**src/hdl/sparse_polynomial_adder_defines.svh**
```systemverilog
// assertion macros for the sparse polynomial adder
`ifndef SPARSE_POLYNOMIAL_ADDER_DEFINES_SVH
`define SPARSE_POLYNOMIAL_ADDER_DEFINES_SVH

`ifndef SYNTH
// checked outside reset
`define SPA_ASSERT(name, prop) \
	name: assert property (@(posedge clk) disable iff (!arst_n) prop) \
		else $error("spa assertion failed");
// checked on every edge, also during reset
`define SPA_ASSERT_ALWAYS(name, prop) \
	name: assert property (@(posedge clk) prop) \
		else $error("spa assertion failed");
`else
`define SPA_ASSERT(name, prop)
`define SPA_ASSERT_ALWAYS(name, prop)
`endif

`endif

```
**src/hdl/spa_pkg.sv**
```systemverilog
package spa_pkg;

	typedef enum logic [1:0] {
		STATUS_OK       = 2'd0,
		STATUS_ORDER    = 2'd1,
		STATUS_CAPACITY = 2'd2
	} status_t;

	typedef struct packed {
		logic signed [15:0] coef;
		logic        [15:0] expo;
	} term_t;

	typedef struct packed {
		logic    op;
		logic    wr;
		logic    close;
		status_t status;
		term_t   term;
	} cmd_t;

	typedef enum logic [2:0] {
		ST_LOAD,
		ST_PRIME,
		ST_MERGE,
		ST_FINISH,
		ST_ERROR
	} back_state_t;

	// power of two
	localparam int QUEUE_DEPTH = 2;

endpackage

```
**src/hdl/spa_front.sv**
```systemverilog
module spa_front
	import spa_pkg::*;
#(
	parameter int MAX_TERMS
) (
	input  logic               clk,
	input  logic               arst_n,
	input  logic               in_valid,
	output logic               in_ready,
	input  logic               func,
	input  logic signed [15:0] coefficient,
	input  logic        [15:0] exponent,
	input  logic               last_term,
	input  logic               q_full,
	output logic               push,
	output cmd_t               cmd
);

	localparam int CW = $clog2(MAX_TERMS + 1);

	logic [CW-1:0] cnt_a_q, cnt_b_q, my_cnt;
	logic [15:0]   exp_a_q, exp_b_q, my_exp;
	logic          ended_a_q, ended_b_q, my_end, other_end;
	logic          ord_err_q, cap_err_q;
	logic          accept, cap, ord, close;

	assign in_ready = !q_full;
	assign accept   = in_valid && in_ready;

	always_comb begin
		my_cnt    = func ? cnt_b_q : cnt_a_q;
		my_exp    = func ? exp_b_q : exp_a_q;
		my_end    = func ? ended_b_q : ended_a_q;
		other_end = func ? ended_a_q : ended_b_q;
		cap       = my_cnt == CW'(MAX_TERMS);
		ord       = !cap && (my_cnt != '0) && (exponent <= my_exp);
		close     = !my_end && last_term && other_end;
		push      = accept && !my_end && (!cap || close);
		cmd.op    = func;
		cmd.wr    = !cap;
		cmd.close = close;
		if (ord_err_q || ord) begin
			cmd.status = STATUS_ORDER;
		end else if (cap_err_q || cap) begin
			cmd.status = STATUS_CAPACITY;
		end else begin
			cmd.status = STATUS_OK;
		end
		cmd.term.coef = coefficient;
		cmd.term.expo = exponent;
	end

	always_ff @(posedge clk or negedge arst_n) begin
		if (!arst_n) begin
			cnt_a_q   <= '0;
			cnt_b_q   <= '0;
			exp_a_q   <= '0;
			exp_b_q   <= '0;
			ended_a_q <= 1'b0;
			ended_b_q <= 1'b0;
			ord_err_q <= 1'b0;
			cap_err_q <= 1'b0;
		end else if (accept && !my_end) begin
			if (close) begin
				cnt_a_q   <= '0;
				cnt_b_q   <= '0;
				ended_a_q <= 1'b0;
				ended_b_q <= 1'b0;
				ord_err_q <= 1'b0;
				cap_err_q <= 1'b0;
			end else begin
				if (ord) begin
					ord_err_q <= 1'b1;
				end
				if (cap) begin
					cap_err_q <= 1'b1;
				end
				if (func) begin
					if (!cap) begin
						cnt_b_q <= cnt_b_q + CW'(1);
						exp_b_q <= exponent;
					end
					if (last_term) begin
						ended_b_q <= 1'b1;
					end
				end else begin
					if (!cap) begin
						cnt_a_q <= cnt_a_q + CW'(1);
						exp_a_q <= exponent;
					end
					if (last_term) begin
						ended_a_q <= 1'b1;
					end
				end
			end
		end
	end

endmodule

```
**src/hdl/spa_queue.sv**
```systemverilog
module spa_queue
	import spa_pkg::*;
(
	input  logic clk,
	input  logic arst_n,
	input  logic push,
	input  cmd_t push_cmd,
	output logic full,
	output logic pop_valid,
	output cmd_t pop_cmd,
	input  logic pop_ready
);

	localparam int PW = (QUEUE_DEPTH > 1) ? $clog2(QUEUE_DEPTH) : 1;
	localparam int NW = $clog2(QUEUE_DEPTH + 1);

	cmd_t          entry_q [QUEUE_DEPTH];
	logic [PW-1:0] wr_ptr_q, rd_ptr_q;
	logic [NW-1:0] fill_q;
	logic          pop;

	assign full      = fill_q == NW'(QUEUE_DEPTH);
	assign pop_valid = fill_q != '0;
	assign pop_cmd   = entry_q[rd_ptr_q];
	assign pop       = pop_valid && pop_ready;

	always_ff @(posedge clk) begin
		if (push) begin
			entry_q[wr_ptr_q] <= push_cmd;
		end
	end

	always_ff @(posedge clk or negedge arst_n) begin
		if (!arst_n) begin
			wr_ptr_q <= '0;
			rd_ptr_q <= '0;
			fill_q   <= '0;
		end else begin
			if (push) begin
				wr_ptr_q <= wr_ptr_q + PW'(1);
			end
			if (pop) begin
				rd_ptr_q <= rd_ptr_q + PW'(1);
			end
			if (push && !pop) begin
				fill_q <= fill_q + NW'(1);
			end else if (pop && !push) begin
				fill_q <= fill_q - NW'(1);
			end
		end
	end

endmodule

```
**src/hdl/spa_back.sv**
```systemverilog
module spa_back
	import spa_pkg::*;
#(
	parameter int MAX_TERMS
) (
	input  logic               clk,
	input  logic               arst_n,
	input  logic               cmd_valid,
	input  cmd_t               cmd,
	output logic               cmd_ready,
	output logic               out_valid,
	input  logic               out_ready,
	output logic [1:0]         status,
	output logic signed [16:0] sum_coefficient,
	output logic        [15:0] sum_exponent,
	output logic               last_result
);

	localparam int CW = $clog2(MAX_TERMS + 1);
	localparam int IW = (MAX_TERMS > 1) ? $clog2(MAX_TERMS) : 1;

	term_t mem_a [MAX_TERMS];
	term_t mem_b [MAX_TERMS];
	term_t rd_a_q, rd_b_q;

	back_state_t        state_q, state_d;
	logic [CW-1:0]      cnt_a_q, cnt_b_q, i_q, j_q, i_d, j_d;
	logic               a_ok, b_ok, adv_a, adv_b;
	logic               step, fin, err, out_free, load, out_set;
	logic signed [16:0] step_c;
	logic [15:0]        step_e;

	logic               pend_v_q;
	logic signed [16:0] pend_c_q;
	logic [15:0]        pend_e_q;

	logic               out_valid_q, out_last_q;
	status_t            out_status_q;
	logic signed [16:0] out_c_q;
	logic [15:0]        out_e_q;

	// error kind of the closing command
	logic               err_order_q;

	assign out_valid       = out_valid_q;
	assign status          = out_status_q;
	assign sum_coefficient = out_c_q;
	assign sum_exponent    = out_e_q;
	assign last_result     = out_last_q;
	assign out_free        = !out_valid_q || out_ready;
	assign load            = cmd_valid && cmd_ready && cmd.wr;
	assign out_set         = (step && step_c != '0 && pend_v_q) || fin || err;

	// one merge step: pick the lower exponent, add on a tie
	always_comb begin
		a_ok = i_q < cnt_a_q;
		b_ok = j_q < cnt_b_q;
		if (a_ok && (!b_ok || rd_a_q.expo < rd_b_q.expo)) begin
			adv_a  = 1'b1;
			adv_b  = 1'b0;
			step_c = 17'(rd_a_q.coef);
			step_e = rd_a_q.expo;
		end else if (b_ok && (!a_ok || rd_b_q.expo < rd_a_q.expo)) begin
			adv_a  = 1'b0;
			adv_b  = 1'b1;
			step_c = 17'(rd_b_q.coef);
			step_e = rd_b_q.expo;
		end else begin
			adv_a  = 1'b1;
			adv_b  = 1'b1;
			step_c = 17'(rd_a_q.coef) + 17'(rd_b_q.coef);
			step_e = rd_a_q.expo;
		end
	end

	always_comb begin
		state_d   = state_q;
		cmd_ready = 1'b0;
		step      = 1'b0;
		fin       = 1'b0;
		err       = 1'b0;
		i_d       = i_q;
		j_d       = j_q;
		unique case (state_q)
			ST_LOAD: begin
				cmd_ready = 1'b1;
				if (cmd_valid && cmd.close) begin
					state_d = (cmd.status != STATUS_OK) ? ST_ERROR : ST_PRIME;
				end
			end
			ST_PRIME: begin
				state_d = ST_MERGE;
			end
			ST_MERGE: begin
				if (!a_ok && !b_ok) begin
					state_d = ST_FINISH;
				end else if (out_free) begin
					step = 1'b1;
					i_d  = i_q + CW'(adv_a);
					j_d  = j_q + CW'(adv_b);
				end
			end
			ST_FINISH: begin
				if (out_free) begin
					fin     = 1'b1;
					i_d     = '0;
					j_d     = '0;
					state_d = ST_LOAD;
				end
			end
			ST_ERROR: begin
				if (out_free) begin
					err     = 1'b1;
					state_d = ST_LOAD;
				end
			end
			default: begin
				state_d = ST_LOAD;
			end
		endcase
	end

	// term stores, read data registered
	always_ff @(posedge clk) begin
		if (load && !cmd.op) begin
			mem_a[cnt_a_q[IW-1:0]] <= cmd.term;
		end
		if (load && cmd.op) begin
			mem_b[cnt_b_q[IW-1:0]] <= cmd.term;
		end
		rd_a_q <= mem_a[i_d[IW-1:0]];
		rd_b_q <= mem_b[j_d[IW-1:0]];
	end

	always_ff @(posedge clk or negedge arst_n) begin
		if (!arst_n) begin
			state_q     <= ST_LOAD;
			cnt_a_q     <= '0;
			cnt_b_q     <= '0;
			i_q         <= '0;
			j_q         <= '0;
			pend_v_q    <= 1'b0;
			out_valid_q <= 1'b0;
		end else begin
			state_q <= state_d;
			i_q     <= i_d;
			j_q     <= j_d;
			if (load && !cmd.op) begin
				cnt_a_q <= cnt_a_q + CW'(1);
			end
			if (load && cmd.op) begin
				cnt_b_q <= cnt_b_q + CW'(1);
			end
			if (out_set) begin
				out_valid_q <= 1'b1;
			end else if (out_ready) begin
				out_valid_q <= 1'b0;
			end
			// a nonzero term waits in pend until the next one shows whether it is final
			if (step && step_c != '0) begin
				pend_v_q <= 1'b1;
			end
			if (fin) begin
				pend_v_q <= 1'b0;
				cnt_a_q  <= '0;
				cnt_b_q  <= '0;
			end
			if (err) begin
				cnt_a_q <= '0;
				cnt_b_q <= '0;
			end
		end
	end

	always_ff @(posedge clk) begin
		if (step && step_c != '0) begin
			pend_c_q <= step_c;
			pend_e_q <= step_e;
			if (pend_v_q) begin
				out_status_q <= STATUS_OK;
				out_c_q      <= pend_c_q;
				out_e_q      <= pend_e_q;
				out_last_q   <= 1'b0;
			end
		end
		if (fin) begin
			out_status_q <= STATUS_OK;
			out_c_q      <= pend_v_q ? pend_c_q : '0;
			out_e_q      <= pend_v_q ? pend_e_q : '0;
			out_last_q   <= 1'b1;
		end
		if (err) begin
			out_status_q <= err_order_q ? STATUS_ORDER : STATUS_CAPACITY;
			out_c_q      <= '0;
			out_e_q      <= '0;
			out_last_q   <= 1'b1;
		end
	end

	always_ff @(posedge clk) begin
		if (cmd_valid && cmd_ready && cmd.close) begin
			err_order_q <= cmd.status == STATUS_ORDER;
		end
	end

endmodule

```
**src/hdl/sparse_polynomial_adder.sv**
```systemverilog
// channel  direction  handshake             payload
// in       input      in_valid / in_ready   func, coefficient, exponent, last_term
// out      output     out_valid / out_ready status, sum_coefficient, sum_exponent, last_result
//
// each term is taken while the queue has room and stored by the back end one term per cycle while it loads
// merge: prime the store reads, then one step per cycle while the output is free, then finish
// the front keeps taking terms of the next pair while the back end merges, until its queue fills
// reset clears all counts and flags; the term stores need no clearing
// a stalled output stops the merge; the result register frees on the cycle it is taken
`include "sparse_polynomial_adder_defines.svh"

module sparse_polynomial_adder
	import spa_pkg::*;
#(
	parameter int MAX_TERMS = 16
) (
	input  logic               clk,
	input  logic               arst_n,
	input  logic               in_valid,
	output logic               in_ready,
	input  logic               func,
	input  logic signed [15:0] coefficient,
	input  logic        [15:0] exponent,
	input  logic               last_term,
	output logic               out_valid,
	input  logic               out_ready,
	output logic        [1:0]  status,
	output logic signed [16:0] sum_coefficient,
	output logic        [15:0] sum_exponent,
	output logic               last_result
);

	logic push, q_full, pop_valid, pop_ready;
	cmd_t push_cmd, pop_cmd;

	spa_front #(
		.MAX_TERMS(MAX_TERMS)
	) u_front (
		.clk        (clk),
		.arst_n     (arst_n),
		.in_valid   (in_valid),
		.in_ready   (in_ready),
		.func       (func),
		.coefficient(coefficient),
		.exponent   (exponent),
		.last_term  (last_term),
		.q_full     (q_full),
		.push       (push),
		.cmd        (push_cmd)
	);

	spa_queue u_queue (
		.clk      (clk),
		.arst_n   (arst_n),
		.push     (push),
		.push_cmd (push_cmd),
		.full     (q_full),
		.pop_valid(pop_valid),
		.pop_cmd  (pop_cmd),
		.pop_ready(pop_ready)
	);

	spa_back #(
		.MAX_TERMS(MAX_TERMS)
	) u_back (
		.clk            (clk),
		.arst_n         (arst_n),
		.cmd_valid      (pop_valid),
		.cmd            (pop_cmd),
		.cmd_ready      (pop_ready),
		.out_valid      (out_valid),
		.out_ready      (out_ready),
		.status         (status),
		.sum_coefficient(sum_coefficient),
		.sum_exponent   (sum_exponent),
		.last_result    (last_result)
	);

	`SPA_ASSERT_ALWAYS(a_no_out_in_reset, !arst_n |-> !out_valid)
	`SPA_ASSERT(a_error_is_final, out_valid && status != STATUS_OK |-> last_result)
	`SPA_ASSERT(a_error_is_zero, out_valid && status != STATUS_OK |-> sum_coefficient == '0)
	`SPA_ASSERT(a_zero_only_final, out_valid && sum_coefficient == '0 |-> last_result)
	`SPA_ASSERT(a_queue_no_overflow, push |-> !q_full)

endmodule

```
**config.mk**
```make
export PLATFORM = sky130hd
export DESIGN_NAME = sparse_polynomial_adder
export DESIGN_NICKNAME = d
export VERILOG_FILES = /design/src/hdl/spa_pkg.sv /design/src/hdl/spa_front.sv /design/src/hdl/spa_queue.sv /design/src/hdl/spa_back.sv /design/src/hdl/sparse_polynomial_adder.sv
export VERILOG_INCLUDE_DIRS = /design/src /design/src/hdl
export SDC_FILE = /design/constraint.sdc
export NUM_CORES = 2
export LEC_CHECK = 0
export ABC_AREA = 0
export ABC_CLOCK_PERIOD_IN_PS = 5800
export BUFFER_PORTS_ARGS = -buffer_cell sky130_fd_sc_hd__buf_2
export CORE_MARGIN = 2
export CORE_UTILIZATION = 55
export DETAILED_ROUTE_END_ITERATION = 12
export GPL_TIMING_DRIVEN = 0
export PLACE_DENSITY = 0.71
export SLEW_MARGIN = 20
export SYNTH_ARGS = -nofsm -noshare
export SYNTH_HDL_FRONTEND = slang
export SYNTH_HIERARCHICAL = 1
export SYNTH_SLANG_ARGS = --single-unit
```
**constraint.sdc**
```tcl
create_clock -name clk -period 5.8 [get_ports clk]
set_input_delay 1.16 -clock clk [delete_from_list [all_inputs] [get_ports clk]]
set_output_delay 1.16 -clock clk [all_outputs]
set_load 0.02 [all_outputs]
```
Word-level counts from Yosys, hierarchy flattened
Memory sizes are Yosys's and may differ from the RTL's. A register that Yosys moved wholly into a read port is not among the register bits.
Index checks and enable logic that the tools add are counted.
{ "word_totals": {"output_inout_bits": 38, "ram_bits": 1098, "n_memories": 3, "ff_bits": 145, "elab_cells": 212} }
{ "memory_table": {"columns": ["name", "depth", "word_bits", "read_ports", "rd_ports_with_merged_regs", "write_ports", "line", "source"], "rows": [
  ["u_back.mem_a", 16, 32, 1, 1, 1, "spa_back.sv:22", "term_t mem_a [MAX_TERMS];"],
  ["u_back.mem_b", 16, 32, 1, 1, 1, "spa_back.sv:23", "term_t mem_b [MAX_TERMS];"],
  ["u_queue.entry_q", 2, 37, 1, 0, 1, "spa_queue.sv:17", "cmd_t entry_q [QUEUE_DEPTH];"]
]} }
{ "classes": {"mux": 78, "n_eq_ne": 15, "addsub": 11, "n_bitwise": 3, "magnitude_cmp": 5, "reduce_logical": 70} }
{ "ops": {"columns": ["operator", "count"], "rows": [
  ["2-to-1 mux 16 bit", 7],
  ["2-to-1 mux 17 bit", 6],
  ["2-to-1 mux 5 bit", 19],
  ["< comparator 16 bit", 2],
  ["2-to-1 mux 1 bit", 30],
  ["nonzero test 2 bit", 11],
  ["adder 5 x 1 -> 5 bit, second input constant", 4],
  ["logical AND 1 bit", 20],
  ["one-hot mux 5 bit (2 select lines)", 2],
  ["2-to-1 mux 2 bit", 9],
  ["adder 16 x 16 -> 17 bit", 1],
  ["nonzero test 17 bit", 1],
  ["<= comparator 16 bit", 1],
  ["AND reduction 3 bit", 5],
  ["2-to-1 mux 3 bit", 4],
  ["!= test 2 x 1 -> 1 bit, second input constant", 6],
  ["one-hot mux 3 bit (4 select lines)", 1],
  ["AND reduction 4 bit", 3],
  ["nonzero test 3 bit", 4],
  ["adder 5 x 1 -> 5 bit", 2],
  ["< comparator 5 bit", 2],
  ["AND reduction 2 bit", 5],
  ["logical NOT 1 bit", 9],
  ["logical OR 1 bit", 8],
  ["14 further kinds", 20]
]} }

Depth between registers and ports, before layout
{ "logic_depth": {"word_depth": 12, "depth_mapped": 21, "depth_no_buf": 18} }

Cells and area by module
Netlist, hierarchy kept.
{ "modules_own_cells": {"columns": ["module", "seq_area_each_um2", "cells_per_inst", "area_each_um2", "instances"], "rows": [
  ["spa_back", 34418.0, 3771, 47066.4, 1],
  ["spa_queue", 2322.2, 131, 2941.6, 1],
  ["spa_front", 1151.1, 259, 2914.0, 1]
]} }

Worst setup path after synthesis
No wires, ideal clock.
{ "synth_path": {"path_kind": "reg-to-reg", "from": "register u_back.cnt_b_q[2]", "to": "register u_back.out_e_q[0], in the netlist u_back/sum_exponent[0]", "setup_time_ns": 0.070, "period_less_slack_ns": 4.332, "t_arrival_ns": 4.262, "stages_incl_launch_ff": 17, "path_slack_ns": 1.468, "path_buffers": 2, "cell_sequence": "dfrtp_1 -> clkbuf_1 -> inv_1 -> ha_1 -> a21o_1 -> a31oi_1 -> o21ai_1 -> nor3_1 -> a21oi_4 -> nor2_1 -> a2111oi_1 -> or4_4 -> nor4_4 -> a21oi_2 -> o21ai_2 -> buf_4 -> a21oi_1"} }
{ "synth_between": {"elab_chain_len": 9, "word_cells_on_any_way": 14, "classes_between": "1 x order compare; 4 x mux; 9 x reduce/logical"} }
{ "synth_rtl": {"columns": ["element", "line", "source"], "rows": [
  ["start, declared", "spa_back.sv:27", "logic [CW-1:0] cnt_a_q, cnt_b_q, i_q, j_q, i_d, j_d;"],
  ["start signal, assigned", "spa_back.sv:152", "cnt_b_q <= cnt_b_q + CW'(1);"],
  ["< comparator 5 bit *", "spa_back.sv:57", "b_ok = j_q < cnt_b_q;"],
  ["logical NOT 1 bit", "spa_back.sv:58", "if (a_ok && (!b_ok || rd_a_q.expo < rd_b_q.expo)) begin"],
  ["logical OR 1 bit", "spa_back.sv:58", null],
  ["logical AND 1 bit", "spa_back.sv:58", null],
  ["2-to-1 mux 17 bit *", "spa_back.sv:58", null],
  ["via u_back.step_c[5]", "spa_back.sv:30", "logic signed [16:0] step_c;"],
  ["nonzero test 17 bit *", "spa_back.sv:176", "if (step && step_c != '0) begin"],
  ["logical AND 1 bit *", "spa_back.sv:176", null],
  ["nonzero test 2 bit (no source line) *", null, null],
  ["AND reduction 2 bit (no source line) *", null, null],
  ["end signal, assigned", "spa_back.sv:182", "out_e_q <= pend_e_q;"],
  ["end signal, assigned", "spa_back.sv:189", "out_e_q <= pend_v_q ? pend_e_q : '0;"],
  ["end, declared", "spa_back.sv:40", "logic [15:0] out_e_q;"]
]} }
Mark *: on every way through the listed nets, which the timed path passes. The rest lies on a longest branch.
A chain may end at the register's enable or synchronous reset.

Worst setup path after layout
{ "layout_path": {"from": "register u_back.cnt_b_q[2]", "to": "register u_back/rd_b_q[26] (netlist name)"} }
{ "layout_between": {"elab_chain_len": 9, "word_cells_on_any_way": 10, "classes_between": "1 x add/sub; 1 x order compare; 4 x mux; 4 x reduce/logical"} }
{ "layout_rtl": {"columns": ["element", "line", "source"], "rows": [
  ["< comparator 5 bit *", "spa_back.sv:57", null],
  ["logical NOT 1 bit *", "spa_back.sv:58, spa_back.sv:95", null],
  ["logical OR 1 bit", "spa_back.sv:58", null],
  ["logical AND 1 bit", "spa_back.sv:58", null],
  ["2-to-1 mux 1 bit", "spa_back.sv:58", null],
  ["adder 5 x 1 -> 5 bit", "spa_back.sv:100", "j_d = j_q + CW'(adv_b);"],
  ["2-to-1 mux 5 bit", "spa_back.sv:97", "end else if (out_free) begin"],
  ["2-to-1 mux 5 bit *", "spa_back.sv:95", "if (!a_ok && !b_ok) begin"],
  ["one-hot mux 5 bit (2 select lines) *", "spa_back.sv:84", "unique case (state_q)"]
]} }
Mark *: on every way between the ends. The rest lies on a longest branch, timed or not. The select of a mux whose other input is x is not followed.

==> impl_summary.txt <==
----------------------------------------------------
[Yosys]
  Net count after synthesis ... 4271
  Number of instances in the synthesized netlist ... 4161
  Count of state elements after synthesis ... 1307
  Multiplexer share of the synthesized area ... 2.06%
  Post-synth top area share ... 64.3%
  Number of enable flip-flop cells after synthesis ... 1134
  Dominant combinational cell family by area after synthesis ... simple AND/OR/NAND/NOR gates
  Synthesized-area fraction occupied by ao, oa, aoi and oai cells ... 5.66%
  Ranking of synthesized cells by area ... edfxtp_1, nand2_1, nand3_1
  Top flip-flop cell by instance count after synthesis ... edfxtp_1
  Share of synthesized registers carrying an async set or reset ... 5.74%
  Number of warning messages in the yosys log ... 6
  Post-Synthesis Mean Instance Area ... 12.7 um^2
  Yosys cell types ... 72
  Simple-gate share of the synthesized area ... 15.5%
  Most used standard cells in the synthesized netlist ... nand2_1, edfxtp_1, nand3_1, clkbuf_1, a311oi_1
  Synth Cell Area ... 0.0529 mm^2
  Fraction of the yosys area taken by sequential cells ... 71.6%
  Count leader, synth ... nand2_1
  Post-synthesis xor/xnor area fraction ... 0.530%
  Post-Synth Adder-Cell Area ... 1.72%
  Cell type with the largest total area after synthesis ... edfxtp_1

[Route]
  First DRT Iteration DRCs ... 4424
  Average via count per standard cell ... 6.16
  Total vias in the final route ... 35.7k
  Number of antenna-violating nets in the routed design ... 0
  Average routed wire per standard cell ... 24.3 um
  DRC Markers ... 0
  DRT Wirelength ... 141000 um
  Initial DRT Pass Iterations ... 5

[Critical path]
  Required @ worst endpoint ... 6.37 ns
  Worst setup path startpoint ... u_back/cnt_b_q[2]
  Timing endpoint of the critical path ... u_back/rd_b_q[26]
  Crit path DAT ... 6.37 ns
  Reg2Reg Launch Point ... u_back/cnt_b_q[2]
  Register-to-Register Path Depth ... 21
  Startpoint class of the critical path ... flip-flop
  FF-to-FF setup slack ... -0.002 ns
  Start-to-end type of the worst setup path ... flip-flop to flip-flop
  CP max FO ... 10
  Reg2reg end ... u_back/rd_b_q[26]
  Crit path capture type ... flip-flop

[CTS]
  Maximum number of buffers from clock root to sink ... 3
  Number of clock sinks ... 1307
  Reg clk slew, reported paths ... 0.06 ns
  Hold bufs inserted after CTS ... 0
  Post-CTS Setup Inserts ... 0
  TritonCTS buffer count ... 134
  CTS tree ... done
  Root buffer cell ... clkbuf_16
  Clk_lat worst skew ... 0.75 ns
  H-tree levels ... 4

[Place]
  Detail Placement HPWL ... 96400 um
  I/O Buffers ... 59
  Worst-case setup slack after placement ... -0.834 ns
  GP Congestion ... 0.918

[Cells and area]
  Antenna Cells ... 0
  Final nets ... 4524
  Filler Cell Count ... 6931
  Synthesis-to-layout area growth ... 14.3%
  Share of final-layout standard cells stronger than drive strength 1 ... 12.9%

[STA]
  Final Critical Period ... 5.80 ns
  Final-report setup violation count ... 1
  Post-Route Skew ... 0.0383 ns
  Share of the clock period used by the worst path ... 100%
  Relative max-transition margin ... 31.0%
  Slew at the pin with the worst max-slew slack ... 1.03 ns
  Total count of hold-check failures in the final report ... 0
  Slack of the critical path ... -0.00230 ns
  Final count of pins violating max slew ... 0
  Fmax ... 172 MHz

[Floorplan]
  Area enclosed by the die boundary ... 0.0987 mm^2
  Die Height ... 314 um
  I/O pin count ... 76
  Starting Density ... 55.6%
  # rows ... 113
  Area of the core ... 0.0952 mm^2
  Die width ... 314 um

[Run status]
  Result of the run ... complete, but fails checks
  Violations in the final reports ... setup timing

[Global routing]
  Via count of the first global-routing pass ... 34.4k
  Global-route wire length before repair ... 210000 um
  Antenna violations before repair ... 3
  Grt ovf ... 0
  Total Routing Usage GR ... 28.6%
  Largest net degree at the start of global routing ... 46

[Flow run]
  Number of max-cap violations ... 0

[Min path]
  Class of the worst hold path ... input port to async pin

----------------------------------------------------
-- kinds of logic (layout without fill, tap and decap cells) --
kind of cell,Yosys count,in the layout
flip-flops,1307,1307
multiplexers,88,88
adder cells (fa/ha/maj),72,72
buffers and inverters,337,700
XOR/XNOR,32,32
AND/OR/NAND/NOR,1901,1901
AO/OA/AOI/OAI,424,424
-- worst max-delay path, cell delays in order, from the launching register on --
cell	delay, ns
dfrtp_1	0.37
clkbuf_1	0.37
inv_1	0.19
ha_1	0.34
a21o_1	0.12
a31oi_1	0.06
o21ai_2	0.49
a21oi_2	0.11
nor2_4	0.22
clkinv_2	0.15
buf_4	0.21
ha_1	0.21
ha_1	0.22
a21o_1	0.17
a31o_2	0.28
clkbuf_1	0.30
inv_1	0.31
buf_2	0.35
clkbuf_2	0.35
nand3_1	0.12
a311oi_1	0.55
a31oi_1	0.12
-- per-stage QoR --
stage | TNS, ns | instance area, um^2 | utilization, % | hold slack (ns) | cells
3_5_place_dp | -17.73 | 56000 | 58.8 | 0.435 | 5545
5_1_grt | -0.162 | 60500 | 63.6 | 0.416 | 5789
3_3_place_gp | -377.55 | 54800 | 57.6 | 0.429 | 5485
4_1_cts | 0 | 60400 | 63.5 | 0.376 | 5791
2_1_floorplan | 0 | 52900 | - | 0.444 | 4161
6_report | -0.00230 | 60500 | 63.6 | 0.401 | 5789
-- per-layer routing --
layer  GRT usage (%)  vias up  share of wire (%)
li1                -    15700                  -
met1            41.1    17700                 40
met2            42.9     2030                 45
met3            6.48      277                 12
met4            11.1        4                3.5
met5               0        -              0.024
-- cells in the final DEF, fill, tap and decap left out, types with 25 or more instances in the layout --
| cell | n |
|---|---|
| buf_4 | 63 |
| buf_2 | 87 |
| dfrtp_1 | 75 |
| a21oi_1 | 63 |
| a311oi_1 | 118 |
| nor2_1 | 59 |
| nand2_1 | 1136 |
| mux2_4 | 32 |
| dfxtp_1 | 98 |
| clkbuf_16 | 141 |
| clkbuf_2 | 44 |
| ha_1 | 71 |
| edfxtp_1 | 1134 |
| o21ai_0 | 43 |
| clkbuf_1 | 162 |
| mux2_2 | 40 |
| inv_1 | 50 |
| a31oi_1 | 107 |
| and3_1 | 73 |
| nand3_1 | 522 |
| nor2_4 | 25 |
-- what timing repair did --
item                       4_1_cts  5_1_grt
pin swaps                        0        1
setup endpoints to repair       61       64
gates resized for setup         28       60
-- sequential cells by signal (all words and copies together), names as in the netlist, 16 cells and up --
register                cells
u_front/exp_a_q            16
u_back/pend_e_q            16
u_back/sum_exponent        16
u_back/mem_a              512
u_front/exp_b_q            16
u_back/sum_coefficient     17
u_back/pend_c_q            17
u_back/mem_b              512
u_back/rd_b_q              32
u_queue/entry_q            74
u_back/rd_a_q              32
-- worst min path at each step --
stage                            start  slack, ns                  to  depth (start not counted)
finish                          arst_n       0.40  u_front/exp_b_q[6]                          1
global route                    arst_n       0.42  u_front/exp_b_q[6]                          1
floorplan           u_front/exp_b_q[0]       0.44  u_front/exp_b_q[0]                          2
detailed placement  u_back/last_result       0.43  u_back/last_result                          2
global placement    u_back/last_result       0.43  u_back/last_result                          2
CTS                             arst_n       0.38  u_front/exp_b_q[6]                          1
-- final cells by class --
class / instances / area [um^2] / area share [%]
sequential: 1307 / 37900 / 62.7
multi-input combinational: 2517 / 13800 / 22.9
clock buffer: 179 / 3760 / 6.22
tap: 1265 / 1580 / 2.62
buffer: 281 / 1390 / 2.29
timing repair buffer: 119 / 1250 / 2.06
clock inverter: 67 / 568 / 0.939
inverter: 54 / 204 / 0.337
Power is not shown: default switching activity piles up to over one toggle a cycle in this logic, so the estimate is an artifact.
